File: config.mk
export PLATFORM = sky130hd
export DESIGN_NAME = motor_cascade_pid_controller_flat
export DESIGN_NICKNAME = d
export VERILOG_FILES = /design/src/design/mcpid_pkg.sv /design/src/design/mcpid_item_if.sv /design/src/design/mcpid_result_if.sv /design/src/design/mcpid_mul.sv /design/src/design/mcpid_core.sv /design/src/design/motor_cascade_pid_controller.sv /design/src/flat_wrapper.sv
export SDC_FILE = /design/constraint.sdc
export NUM_CORES = 2
export LEC_CHECK = 0
export ABC_AREA = 1
export BUFFER_PORTS_ARGS = -buffer_cell sky130_fd_sc_hd__buf_2
export CORE_ASPECT_RATIO = 2
export CORE_UTILIZATION = 67
export DETAILED_ROUTE_END_ITERATION = 6
export PLACE_DENSITY = 0.85
export SYNTH_ARGS = -nofsm -noshare
export SYNTH_HDL_FRONTEND = slang
export SYNTH_HIERARCHICAL = 1
export SYNTH_SLANG_ARGS = --single-unit
File: constraint.sdc
create_clock -name clk -period 16.8 [get_ports clk]
set_input_delay 0.84 -clock clk [delete_from_list [all_inputs] [get_ports clk]]
set_output_delay 0.84 -clock clk [all_outputs]
set_load 0.02 [all_outputs]
File: src/design/mcpid_pkg.sv
`default_nettype none
// ----------------------------------------------------------------------------
// mcpid_pkg: shared types and constants
// Field widths, register indexes, mode codes and the structs passed between
// the top level and the PID engine of the cascaded motor controller.
// ----------------------------------------------------------------------------
package mcpid_pkg;

  localparam int ANGLE_W  = 13;
  localparam int SPEED_W  = 16;
  localparam int TARGET_W = 32;
  localparam int MODE_W   = 2;
  localparam int DRIVE_W  = 16;
  localparam int TPOS_W   = 32;
  localparam int ROUND_W  = 18;
  localparam int GAIN_W   = 24;
  localparam int MAXO_W   = 15;
  localparam int CFG_W    = 24;
  localparam int IDX_W    = 3;

  // arithmetic of the PID engine
  localparam int ERR_W    = 33;
  localparam int DIFF_W   = 34;
  localparam int HALF_W   = 17;              // operand split point
  localparam int MUL_A_W  = GAIN_W + 1;
  localparam int MUL_B_W  = HALF_W + 1;
  localparam int PROD_W   = MUL_A_W + MUL_B_W;
  localparam int ACC_W    = 64;
  localparam int INTEG_W  = 48;

  localparam logic signed [ACC_W-1:0] INTEG_MAX = {{(ACC_W-INTEG_W+1){1'b0}},
                                                   {(INTEG_W-1){1'b1}}};
  localparam logic signed [ACC_W-1:0] INTEG_MIN = {{(ACC_W-INTEG_W+1){1'b1}},
                                                   {(INTEG_W-1){1'b0}}};

  localparam logic signed [TARGET_W-1:0] DRIVE_HI = 32'sd32767;
  localparam logic signed [TARGET_W-1:0] DRIVE_LO = -32'sd32768;

  // register indexes
  localparam logic [IDX_W-1:0] REG_KP_VEL = 3'd0;
  localparam logic [IDX_W-1:0] REG_KI_VEL = 3'd1;
  localparam logic [IDX_W-1:0] REG_KD_VEL = 3'd2;
  localparam logic [IDX_W-1:0] REG_KP_POS = 3'd3;
  localparam logic [IDX_W-1:0] REG_KI_POS = 3'd4;
  localparam logic [IDX_W-1:0] REG_KD_POS = 3'd5;
  localparam logic [IDX_W-1:0] REG_MAXOUT = 3'd6;
  localparam logic [IDX_W-1:0] REG_OFFSET = 3'd7;

  localparam logic [MAXO_W-1:0] MAXOUT_RESET = 15'd16384;

  // control tick modes
  localparam logic [MODE_W-1:0] MODE_CURRENT  = 2'd0;
  localparam logic [MODE_W-1:0] MODE_VELOCITY = 2'd1;
  localparam logic [MODE_W-1:0] MODE_POSITION = 2'd2;
  localparam logic [MODE_W-1:0] MODE_STOP     = 2'd3;

  // item kinds
  localparam logic CMD_FEEDBACK = 1'b0;
  localparam logic CMD_CONTROL  = 1'b1;

  typedef struct packed {
    logic [GAIN_W-1:0]  kp_vel;
    logic [GAIN_W-1:0]  ki_vel;
    logic [GAIN_W-1:0]  kd_vel;
    logic [GAIN_W-1:0]  kp_pos;
    logic [GAIN_W-1:0]  ki_pos;
    logic [GAIN_W-1:0]  kd_pos;
    logic [MAXO_W-1:0]  max_output;
    logic [ANGLE_W-1:0] offset_angle;
  } cfg_t;

  typedef struct packed {
    logic [MODE_W-1:0]          mode;
    logic signed [TARGET_W-1:0] target;
    logic                       clear;
    logic signed [TPOS_W-1:0]   tpos;
    logic signed [SPEED_W-1:0]  speed;
  } req_t;

  typedef struct packed {
    logic signed [DRIVE_W-1:0] drive;
    logic                      clamped;
  } res_t;

endpackage
`default_nettype wire

File: src/design/mcpid_item_if.sv
`default_nettype none
// ----------------------------------------------------------------------------
// mcpid_item_if: input channel
// Valid/ready channel carrying feedback frames and control ticks.
// ----------------------------------------------------------------------------
interface mcpid_item_if;
  logic                                 valid;
  logic                                 ready;
  logic                                 cmd;
  logic [mcpid_pkg::ANGLE_W-1:0]        rotor_angle;
  logic signed [mcpid_pkg::SPEED_W-1:0] rotor_speed;
  logic [mcpid_pkg::MODE_W-1:0]         mode;
  logic signed [mcpid_pkg::TARGET_W-1:0] target;
  logic                                 clear_integrals;

  modport source (output valid, cmd, rotor_angle, rotor_speed, mode, target,
                  clear_integrals, input ready);
  modport sink (input valid, cmd, rotor_angle, rotor_speed, mode, target,
                clear_integrals, output ready);
endinterface
`default_nettype wire

File: src/design/mcpid_result_if.sv
`default_nettype none
// ----------------------------------------------------------------------------
// mcpid_result_if: result channel
// Valid/ready channel carrying one result beat per control tick.
// ----------------------------------------------------------------------------
interface mcpid_result_if;
  logic                                 valid;
  logic                                 ready;
  logic signed [mcpid_pkg::DRIVE_W-1:0] drive_current;
  logic signed [mcpid_pkg::TPOS_W-1:0]  total_position;
  logic                                 output_clamped;

  modport source (output valid, drive_current, total_position, output_clamped,
                  input ready);
  modport sink (input valid, drive_current, total_position, output_clamped,
                output ready);
endinterface
`default_nettype wire

File: src/design/mcpid_mul.sv
`default_nettype none
// ----------------------------------------------------------------------------
// mcpid_mul: shared multiplier
// Registered 25x18 signed multiplier; one partial product per enable.
// ----------------------------------------------------------------------------
module mcpid_mul (
  input  wire logic                                  clk,
  input  wire logic                                  en,
  input  wire logic signed [mcpid_pkg::MUL_A_W-1:0]  a,
  input  wire logic signed [mcpid_pkg::MUL_B_W-1:0]  b,
  output      logic signed [mcpid_pkg::PROD_W-1:0]   p
);
  import mcpid_pkg::*;

  always_ff @(posedge clk) begin
    if (en) begin
      p <= PROD_W'(a) * PROD_W'(b);
    end
  end

endmodule
`default_nettype wire

File: src/design/mcpid_core.sv
`default_nettype none
// ----------------------------------------------------------------------------
// mcpid_core: PID engine
// Sequencer running the position and velocity PID loops on one shared
// multiplier and accumulator; holds both loops' integrators and last errors.
// ----------------------------------------------------------------------------
module mcpid_core #(
  parameter int GAIN_FRACTION_BITS = 16
) (
  input  wire logic             clk,
  input  wire logic             rst,
  input  wire mcpid_pkg::cfg_t  cfg,
  input  wire logic             start,
  input  wire mcpid_pkg::req_t  req,
  output      logic             idle,
  output      logic             done,
  input  wire logic             take,
  output      mcpid_pkg::res_t  res
);
  import mcpid_pkg::*;

  typedef enum logic [6:0] {
    S_IDLE  = 7'b0000001,
    S_ERR   = 7'b0000010,
    S_MUL   = 7'b0000100,
    S_ACC   = 7'b0001000,
    S_INTEG = 7'b0010000,
    S_OUT   = 7'b0100000,
    S_DONE  = 7'b1000000
  } state_t;

  state_t state;

  logic                       loop_pos;   // 1: position loop active
  logic signed [ERR_W-1:0]    target_cur;
  logic signed [TPOS_W-1:0]   r_tpos;
  logic signed [SPEED_W-1:0]  r_speed;
  logic signed [ERR_W-1:0]    err;
  logic signed [DIFF_W-1:0]   diff;
  logic signed [ACC_W-1:0]    acc;
  logic [2:0]                 term;

  logic signed [ERR_W-1:0]    vel_last_err, pos_last_err;
  logic signed [INTEG_W-1:0]  vel_integ, pos_integ;

  logic signed [PROD_W-1:0]   prod;
  logic signed [MUL_A_W-1:0]  mul_a;
  logic signed [MUL_B_W-1:0]  mul_b;
  logic [GAIN_W-1:0]          gain_sel;
  logic signed [DIFF_W-1:0]   val_sel;

  logic signed [ERR_W-1:0]    meas;
  logic signed [ERR_W-1:0]    last_sel;
  logic signed [ERR_W-1:0]    err_v;
  logic signed [ACC_W-1:0]    addend;
  logic signed [ACC_W-1:0]    integ_sum;
  logic signed [INTEG_W-1:0]  integ_new;
  logic signed [ACC_W-1:0]    shifted;
  logic signed [ACC_W-1:0]    lim;
  logic signed [DRIVE_W-1:0]  pid_out;
  logic                       pid_clamped;
  logic signed [DRIVE_W-1:0]  cur_drive;

  mcpid_mul u_mul (
    .clk (clk),
    .en  (state == S_MUL),
    .a   (mul_a),
    .b   (mul_b),
    .p   (prod)
  );

  // operand select: ki*err, kp*err, kd*diff, low half then high half
  always_comb begin
    priority if (term < 3'd2) begin
      gain_sel = loop_pos ? cfg.ki_pos : cfg.ki_vel;
      val_sel  = DIFF_W'(err);
    end else if (term < 3'd4) begin
      gain_sel = loop_pos ? cfg.kp_pos : cfg.kp_vel;
      val_sel  = DIFF_W'(err);
    end else begin
      gain_sel = loop_pos ? cfg.kd_pos : cfg.kd_vel;
      val_sel  = diff;
    end
    mul_a = $signed({1'b0, gain_sel});
    if (term[0]) begin
      // high half carries the sign
      mul_b = MUL_B_W'($signed(val_sel[DIFF_W-1:HALF_W]));
    end else begin
      mul_b = $signed({1'b0, val_sel[HALF_W-1:0]});
    end
  end

  always_comb begin
    meas     = loop_pos ? ERR_W'(r_tpos) : ERR_W'(r_speed);
    last_sel = loop_pos ? pos_last_err : vel_last_err;
    err_v    = target_cur - meas;

    addend   = term[0] ? (ACC_W'(prod) <<< HALF_W) : ACC_W'(prod);

    integ_sum = ACC_W'(loop_pos ? pos_integ : vel_integ) + acc;
    priority if (integ_sum > INTEG_MAX) begin
      integ_new = INTEG_W'(INTEG_MAX);
    end else if (integ_sum < INTEG_MIN) begin
      integ_new = INTEG_W'(INTEG_MIN);
    end else begin
      integ_new = integ_sum[INTEG_W-1:0];
    end

    shifted = acc >>> GAIN_FRACTION_BITS;
    lim     = $signed(ACC_W'(cfg.max_output));
    priority if (shifted > lim) begin
      pid_out     = DRIVE_W'(lim);
      pid_clamped = 1'b1;
    end else if (shifted < -lim) begin
      pid_out     = DRIVE_W'(-lim);
      pid_clamped = 1'b1;
    end else begin
      pid_out     = shifted[DRIVE_W-1:0];
      pid_clamped = 1'b0;
    end

    priority if (req.target > DRIVE_HI) begin
      cur_drive = DRIVE_W'(DRIVE_HI);
    end else if (req.target < DRIVE_LO) begin
      cur_drive = DRIVE_W'(DRIVE_LO);
    end else begin
      cur_drive = req.target[DRIVE_W-1:0];
    end
  end

  always_ff @(posedge clk) begin
    if (rst) begin
      state        <= S_IDLE;
      loop_pos     <= 1'b0;
      term         <= '0;
      vel_last_err <= '0;
      pos_last_err <= '0;
      vel_integ    <= '0;
      pos_integ    <= '0;
    end else begin
      unique case (state)
        S_IDLE: begin
          if (start) begin
            r_tpos     <= req.tpos;
            r_speed    <= req.speed;
            target_cur <= ERR_W'(req.target);
            if (req.clear) begin
              vel_integ <= '0;
              pos_integ <= '0;
            end
            unique case (req.mode)
              MODE_CURRENT: begin
                res.drive   <= cur_drive;
                res.clamped <= 1'b0;
                state       <= S_DONE;
              end
              MODE_VELOCITY: begin
                loop_pos <= 1'b0;
                state    <= S_ERR;
              end
              MODE_POSITION: begin
                loop_pos <= 1'b1;
                state    <= S_ERR;
              end
              MODE_STOP: begin
                res.drive   <= '0;
                res.clamped <= 1'b0;
                state       <= S_DONE;
              end
            endcase
          end
        end
        S_ERR: begin
          err   <= err_v;
          diff  <= DIFF_W'(err_v) - DIFF_W'(last_sel);
          acc   <= '0;
          term  <= '0;
          state <= S_MUL;
        end
        S_MUL: begin
          state <= S_ACC;
        end
        S_ACC: begin
          acc  <= acc + addend;
          term <= term + 3'd1;
          priority if (term == 3'd1) begin
            state <= S_INTEG;
          end else if (term == 3'd5) begin
            state <= S_OUT;
          end else begin
            state <= S_MUL;
          end
        end
        S_INTEG: begin
          if (loop_pos) begin
            pos_integ <= integ_new;
          end else begin
            vel_integ <= integ_new;
          end
          acc   <= ACC_W'(integ_new);
          state <= S_MUL;
        end
        S_OUT: begin
          if (loop_pos) begin
            // position output becomes the velocity loop target
            pos_last_err <= err;
            target_cur   <= ERR_W'(pid_out);
            loop_pos     <= 1'b0;
            state        <= S_ERR;
          end else begin
            vel_last_err <= err;
            res.drive    <= pid_out;
            res.clamped  <= pid_clamped;
            state        <= S_DONE;
          end
        end
        S_DONE: begin
          if (take) begin
            state <= S_IDLE;
          end
        end
      endcase
    end
  end

  assign idle = (state == S_IDLE);
  assign done = (state == S_DONE);

endmodule
`default_nettype wire

File: src/design/motor_cascade_pid_controller.sv
`default_nettype none
// ----------------------------------------------------------------------------
// motor_cascade_pid_controller: cascaded position/velocity PID for one motor
//
// Input channel "item" carries feedback frames (cmd 0) and control ticks
// (cmd 1). A feedback frame updates the angle, speed and round counter; it
// produces no result. A control tick produces one beat on the "result"
// channel. A PID loop sends its six partial products one after another
// through the single 25x18 multiplier and 64-bit accumulator. The item
// channel is not ready while a tick is worked on.
// A finished result sits in an output register; a stalled receiver holds it
// there, and feedback frames are still taken meanwhile. A further tick can
// complete its work but waits inside the engine until the register frees.
// Registers are written through wr_en/wr_index/wr_data; the user must write
// them only while idle, and the block itself does not enforce this.
// Synchronous reset clears all loop state and sets the register defaults
// (max_output 16384, gains and offset zero).
// ----------------------------------------------------------------------------
module motor_cascade_pid_controller #(
  parameter int COUNTS_PER_TURN    = 8192,
  parameter int GAIN_FRACTION_BITS = 16
) (
  input  wire logic                          clk,
  input  wire logic                          rst,
  mcpid_item_if.sink                         item,
  mcpid_result_if.source                     result,
  input  wire logic                          wr_en,
  input  wire logic [mcpid_pkg::IDX_W-1:0]   wr_index,
  input  wire logic [mcpid_pkg::CFG_W-1:0]   wr_data
);
  import mcpid_pkg::*;

  localparam int HALF_TURN_W = 18;
  localparam logic signed [HALF_TURN_W-1:0] HALF_TURN = HALF_TURN_W'(COUNTS_PER_TURN / 2);
  localparam logic signed [TPOS_W-1:0]      TURN      = TPOS_W'(COUNTS_PER_TURN);

  cfg_t cfg;

  logic [ANGLE_W-1:0]         current_angle;
  logic signed [ROUND_W-1:0]  round_count;
  logic signed [SPEED_W-1:0]  latest_speed;

  logic signed [HALF_TURN_W-1:0] angle_diff;
  logic signed [TPOS_W-1:0]      tpos;

  logic   item_accept;
  logic   core_idle;
  logic   core_done;
  logic   core_take;
  req_t   req;
  res_t   res;

  // configuration writes
  always_ff @(posedge clk) begin
    if (rst) begin
      cfg.kp_vel       <= '0;
      cfg.ki_vel       <= '0;
      cfg.kd_vel       <= '0;
      cfg.kp_pos       <= '0;
      cfg.ki_pos       <= '0;
      cfg.kd_pos       <= '0;
      cfg.max_output   <= MAXOUT_RESET;
      cfg.offset_angle <= '0;
    end else if (wr_en) begin
      unique case (wr_index)
        REG_KP_VEL: cfg.kp_vel       <= wr_data;
        REG_KI_VEL: cfg.ki_vel       <= wr_data;
        REG_KD_VEL: cfg.kd_vel       <= wr_data;
        REG_KP_POS: cfg.kp_pos       <= wr_data;
        REG_KI_POS: cfg.ki_pos       <= wr_data;
        REG_KD_POS: cfg.kd_pos       <= wr_data;
        REG_MAXOUT: cfg.max_output   <= wr_data[MAXO_W-1:0];
        REG_OFFSET: cfg.offset_angle <= wr_data[ANGLE_W-1:0];
      endcase
    end
  end

  assign item.ready  = core_idle;
  assign item_accept = item.valid && item.ready;

  // half-turn rule on the angle step
  assign angle_diff = $signed({{(HALF_TURN_W-ANGLE_W){1'b0}}, item.rotor_angle})
                    - $signed({{(HALF_TURN_W-ANGLE_W){1'b0}}, current_angle});

  always_ff @(posedge clk) begin
    if (rst) begin
      current_angle <= '0;
      round_count   <= '0;
      latest_speed  <= '0;
    end else if (item_accept && item.cmd == CMD_FEEDBACK) begin
      current_angle <= item.rotor_angle;
      latest_speed  <= item.rotor_speed;
      priority if (angle_diff > HALF_TURN) begin
        round_count <= round_count - ROUND_W'(1);
      end else if (angle_diff < -HALF_TURN) begin
        round_count <= round_count + ROUND_W'(1);
      end
    end
  end

  assign tpos = TPOS_W'(round_count) * TURN
              + $signed({{(TPOS_W-ANGLE_W){1'b0}}, current_angle})
              - $signed({{(TPOS_W-ANGLE_W){1'b0}}, cfg.offset_angle});

  assign req.mode   = item.mode;
  assign req.target = item.target;
  assign req.clear  = item.clear_integrals;
  assign req.tpos   = tpos;
  assign req.speed  = latest_speed;

  mcpid_core #(
    .GAIN_FRACTION_BITS (GAIN_FRACTION_BITS)
  ) u_core (
    .clk   (clk),
    .rst   (rst),
    .cfg   (cfg),
    .start (item_accept && item.cmd == CMD_CONTROL),
    .req   (req),
    .idle  (core_idle),
    .done  (core_done),
    .take  (core_take),
    .res   (res)
  );

  // output register
  assign core_take = core_done && (!result.valid || result.ready);

  always_ff @(posedge clk) begin
    if (rst) begin
      result.valid <= 1'b0;
    end else if (core_take) begin
      result.valid <= 1'b1;
    end else if (result.ready) begin
      result.valid <= 1'b0;
    end
  end

  always_ff @(posedge clk) begin
    if (core_take) begin
      result.drive_current  <= res.drive;
      result.total_position <= tpos;
      result.output_clamped <= res.clamped;
    end
  end

  // a feedback frame never yields a beat
  a_feedback_silent: assert property (@(posedge clk) disable iff (rst)
    (item_accept && item.cmd == CMD_FEEDBACK && !result.valid) |=> !result.valid)
    else $error("result beat after feedback frame");

  // a clamped beat sits exactly on the limit
  a_clamp_on_limit: assert property (@(posedge clk) disable iff (rst)
    (result.valid && result.output_clamped) |->
      (result.drive_current == $signed({1'b0, cfg.max_output}) ||
       result.drive_current == -$signed({1'b0, cfg.max_output})))
    else $error("clamped output off the limit");

  // a control tick occupies the engine on the next cycle
  a_tick_busy: assert property (@(posedge clk) disable iff (rst)
    (item_accept && item.cmd == CMD_CONTROL) |=> !item.ready)
    else $error("item taken while engine busy");

endmodule
`default_nettype wire

File: src/flat_wrapper.sv
// flat-port wrapper written by rule: the top's interface ports become plain ports
module motor_cascade_pid_controller_flat import mcpid_pkg::*;
#(
  parameter int COUNTS_PER_TURN    = 8192,
  parameter int GAIN_FRACTION_BITS = 16
)
  (clk, rst, wr_en, wr_index, wr_data, item_valid, item_cmd, item_rotor_angle, item_rotor_speed, item_mode, item_target, item_clear_integrals, item_ready, result_valid, result_drive_current, result_total_position, result_output_clamped, result_ready);
  mcpid_item_if item_i ();
  mcpid_result_if result_i ();
  input  wire logic clk;
  input  wire logic rst;
  input  wire logic wr_en;
  input  wire logic [mcpid_pkg::IDX_W-1:0] wr_index;
  input  wire logic [mcpid_pkg::CFG_W-1:0] wr_data;
  input wire logic [$bits(item_i.valid)-1:0] item_valid;
  input wire logic [$bits(item_i.cmd)-1:0] item_cmd;
  input wire logic [$bits(item_i.rotor_angle)-1:0] item_rotor_angle;
  input wire logic [$bits(item_i.rotor_speed)-1:0] item_rotor_speed;
  input wire logic [$bits(item_i.mode)-1:0] item_mode;
  input wire logic [$bits(item_i.target)-1:0] item_target;
  input wire logic [$bits(item_i.clear_integrals)-1:0] item_clear_integrals;
  output wire logic [$bits(item_i.ready)-1:0] item_ready;
  output wire logic [$bits(result_i.valid)-1:0] result_valid;
  output wire logic [$bits(result_i.drive_current)-1:0] result_drive_current;
  output wire logic [$bits(result_i.total_position)-1:0] result_total_position;
  output wire logic [$bits(result_i.output_clamped)-1:0] result_output_clamped;
  input wire logic [$bits(result_i.ready)-1:0] result_ready;
  assign item_i.valid = item_valid;
  assign item_i.cmd = item_cmd;
  assign item_i.rotor_angle = item_rotor_angle;
  assign item_i.rotor_speed = item_rotor_speed;
  assign item_i.mode = item_mode;
  assign item_i.target = item_target;
  assign item_i.clear_integrals = item_clear_integrals;
  assign item_ready = item_i.ready;
  assign result_valid = result_i.valid;
  assign result_drive_current = result_i.drive_current;
  assign result_total_position = result_i.total_position;
  assign result_output_clamped = result_i.output_clamped;
  assign result_i.ready = result_ready;
  motor_cascade_pid_controller #(.COUNTS_PER_TURN(COUNTS_PER_TURN), .GAIN_FRACTION_BITS(GAIN_FRACTION_BITS)) u_core (.clk(clk), .rst(rst), .item(item_i), .result(result_i), .wr_en(wr_en), .wr_index(wr_index), .wr_data(wr_data));
endmodule
==> impl_results.md <==
* Critical path's most frequent cell: nand2_1
* Chip width at 220 µm
* Failing checks: DRC, capacitance limit, slew limit
* Synth area leader: edfxtp_1
* Clk slew on worst S/H paths at roughly 0.070 ns
* HP Class: in -> reg
* Hold_buf cts at 0
* Synth top cells by count: nand2_1 (2165), inv_1 (1499), nor2_1 (842)
* Iter 0 DRT Violations at 6877
* Row cnt at about 160
* Finished Layout Cells at 10000
* CTS tree: yes
* Fin crit period at roughly 10 ns
* Setup bufs post-CTS at 0
* Final Skew at 0.0579 ns
* Post-synth EDFFs at 320
* TritonRoute pass-1 iters at 7
* Critical path fanouts, max at 75
* Clk Latency, worst-skew pair at around 0.7 ns
* Total core area at roughly 94000 µm²
* WL final at approximately 240 mm
* Max frequency at about 0.1 GHz
* Final setup fails at 0
* Global-route wire length before repair at 365 mm
* Largest cells by area after synthesis: edfxtp_1 (15%), fa_1 (14%), nand2_1 (13%)
* Async SR Flop Fraction at 0%
* Leakage Power at between 30 and 40 nW
* Synth Instances at between 8000 and 9000
* Power per cell area at roughly 130 nW/µm²
* Clock sinks at 713
* Core Util, Final at 72.2%
* CP Class: reg -> reg
* Die extent in y at between 400 and 500 µm
* Initial antenna violation count at 54
* Arr. time, crit path at 10.32 ns
* Setup WS pre-CTS at roughly 8.8 ns
* Layout cells sized above 1 at 6.10%
* Nets@finish at 9679
* Via-per-instance ratio at approximately 6.2
* Cell area after synthesis at between 60000 and 70000 µm²
* #FFs+latches synth at roughly 700
* CP peak stage delay at roughly 1 ns
* Slack of the critical path at between 6 and 7 ns
* CTS root buffer: clkbuf_16
* Fin Setup TNS at 0 ns
* Commonest register cell after synthesis: dfxtp_1
* Synth warn at 6
* GRT overflow at 0
* Slowest cell on the critical path: ha_1
* Final hold viol count at 0
* WP data required at between 15 and 20 ns
* P&R area growth vs syn at 6.57%
* Startpoint Class: register
* PortBufs at approximately 150
* Vias after detailed routing at 62100
* CP Cell Sequence: buf_4 -> buf_4 -> buf_4 -> nand2_1 -> nand2_1 -> ha_1 -> nand2_1 -> nor2_1 -> nand2_1 -> inv_1 -> nand2_1 -> nor2_1 -> nand2_1 -> nand3_1 -> nand2_1 -> nor2_1 -> nand2_1 -> nor2_1 -> nand3_1 -> nand2_1 -> buf_4 -> nand2_1 -> nand2_1 -> o21ai_0
* Resize count post-CTS at 0
* Syn Nets at between 9000 and 10000
* Total GRT Usage at 51.5%
* Fillers at around 7600
* CP endpoint kind: register
* Largest net degree at the start of global routing at 140
* Placed insts at around 10000
* Status: finished with violations
* Slew HR at -3.31%
* Vias in the first global route at 62300
* VDD IR max at between 0.0002 and 0.0003 V
* Synth top area share at roughly 15%
* Unique masters post-synth at 65
* Syn Area/Cell at 7.29 µm²
* Unrepaired setup endpoints after global routing: no
* Pins Over Slew Limit at 3
* Die area at around 96000 µm²
* Most frequent cell after synthesis: nand2_1
* Routed Antenna Nets at 0
* # Max-Cap Violations at 1
* Clock buffer depth at 3
* Avg WL per Cell at ~24 µm
* Hpwl dp at 175 mm
* Inserted Clock Buffers at 67
* Worst Tran Pin Value at roughly 1.5 ns
* IO Pins at between 100 and 150
* RePlAce Congestion at 1.10
* # DRC at 45
* Initial core utilization at approximately 68%
* Fin crit share at between 50% and 60%
* Sequential-to-total area share from yosys stat at approximately 27%
* CTS H-tree lvls at 3
==> cells by family after synthesis <==
group	share of synthesized area, %
AND/OR/NAND/NOR	22.2
XOR/XNOR	3.00
flip-flops	27.5
buffers and inverters	11.1
AO/OA/AOI/OAI	13.1
adder cells (fa/ha/maj)	22.4
multiplexers	0.723
other	0.00589
==> metrics by stage <==
step | total power, mW | cell area, µm² | hold slack (ns)
final | 8.51 | 67800 | 0.366
after global routing | 9.05 | 67800 | 0.380
after CTS | 8.31 | 67700 | 0.348
after detailed placement | 6.67 | 65400 | 0.405
after global placement | 6.56 | 65400 | 0.402
after floorplan | 5.39 | 63600 | 0.400
==> metal layers <==
metal	vias up	track usage (%)	wire length, µm
met2	3972	80.3	110000
met3	1654	23.3	28200
met4	49	50.8	29200
li1	27600	-	-
met5	-	1.95	528
met1	28800	48.8	72700
==> final timing paths <==
kind                                                     startpoint                                       end  slack [ns]  cells past startpoint
worst min register to register       u_core/u_core/res[1]$_DFFE_PP_  u_core/result.drive_current[0]$_DFFE_PP_        0.40                      0
worst max-delay path            u_core/u_core/loop_pos$_SDFFE_PP0P_           u_core/u_core/acc[18]$_DFFE_PP_        6.89                     24
worst max register to register  u_core/u_core/loop_pos$_SDFFE_PP0P_           u_core/u_core/acc[18]$_DFFE_PP_        6.89                     24
worst min-delay path                           item_rotor_speed[13]      u_core/latest_speed[13]$_SDFFE_PP0P_        0.37                      3
==> worst max-delay path, delay by kind of cell (launching register included) <==
family | cells | cell delay, ns
AO/OA/AOI/OAI | 1 | 0.20
buffers and inverters | 5 | 2.91
adder cells (fa/ha/maj) | 1 | 1.02
flip-flops | 1 | 0.37
AND/OR/NAND/NOR | 17 | 4.94
==> power by group <==
group / internal (mW) / switching, mW
clock: 0.892 / 0.755
sequential: 2.12 / 0.0821
combinational: 1.51 / 3.14
total: 4.53 / 3.98
==> layout make-up <==
type | count | area (µm²) | area share, %
timing repair buffer | 236 | 1410 | 2.08
clock buffer | 81 | 1800 | 2.66
multi-input combinational | 6165 | 39300 | 57.9
clock inverter | 42 | 528 | 0.778
antenna | 36 | 90.1 | 0.133
tap | 1207 | 1510 | 2.23
inverter | 1527 | 5740 | 8.46
sequential | 713 | 17500 | 25.8
==> registers in the layout, indices dropped and copies added (netlist names), 3 cells and up <==
| register | cells |
|---|---|
| u_core/u_core/err | 33 |
| u_core/u_core/u_mul/p | 43 |
| u_core/u_core/diff | 34 |
| u_core/u_core/res | 17 |
| u_core/u_core/pos_last_err | 33 |
| u_core/u_core/r_tpos | 32 |
| u_core/u_core/pos_integ | 48 |
| u_core/u_core/acc | 64 |
| u_core/u_core/vel_last_err | 33 |
| u_core/latest_speed | 16 |
| u_core/u_core/state | 7 |
| u_core/result.total_position | 32 |
| u_core/u_core/target_cur | 32 |
| u_core/u_core/vel_integ | 48 |
| u_core/u_core/r_speed | 16 |
| u_core/cfg | 172 |
| u_core/result.drive_current | 16 |
| u_core/current_angle | 13 |
| u_core/round_count | 18 |
| u_core/u_core/term | 3 |
==> cells in the final DEF (no fill, tap or decap), types with 36 or more instances in the layout <==
| cell type | instances |
|---|---|
| a21oi_1 | 579 |
| a31oi_1 | 57 |
| buf_2 | 147 |
| buf_4 | 87 |
| clkbuf_16 | 69 |
| dfxtp_1 | 391 |
| diode_2 | 36 |
| edfxtp_1 | 320 |
| fa_1 | 448 |
| ha_1 | 423 |
| inv_1 | 1495 |
| mux2i_1 | 46 |
| nand2_1 | 2165 |
| nand2_2 | 42 |
| nand3_1 | 222 |
| nand4_1 | 53 |
| nor2_1 | 836 |
| nor3_1 | 51 |
| o21ai_0 | 660 |
| o21ai_1 | 41 |
| xnor2_1 | 68 |
| xor2_1 | 148 |
Note: power is estimated with default switching activity, not from simulation.
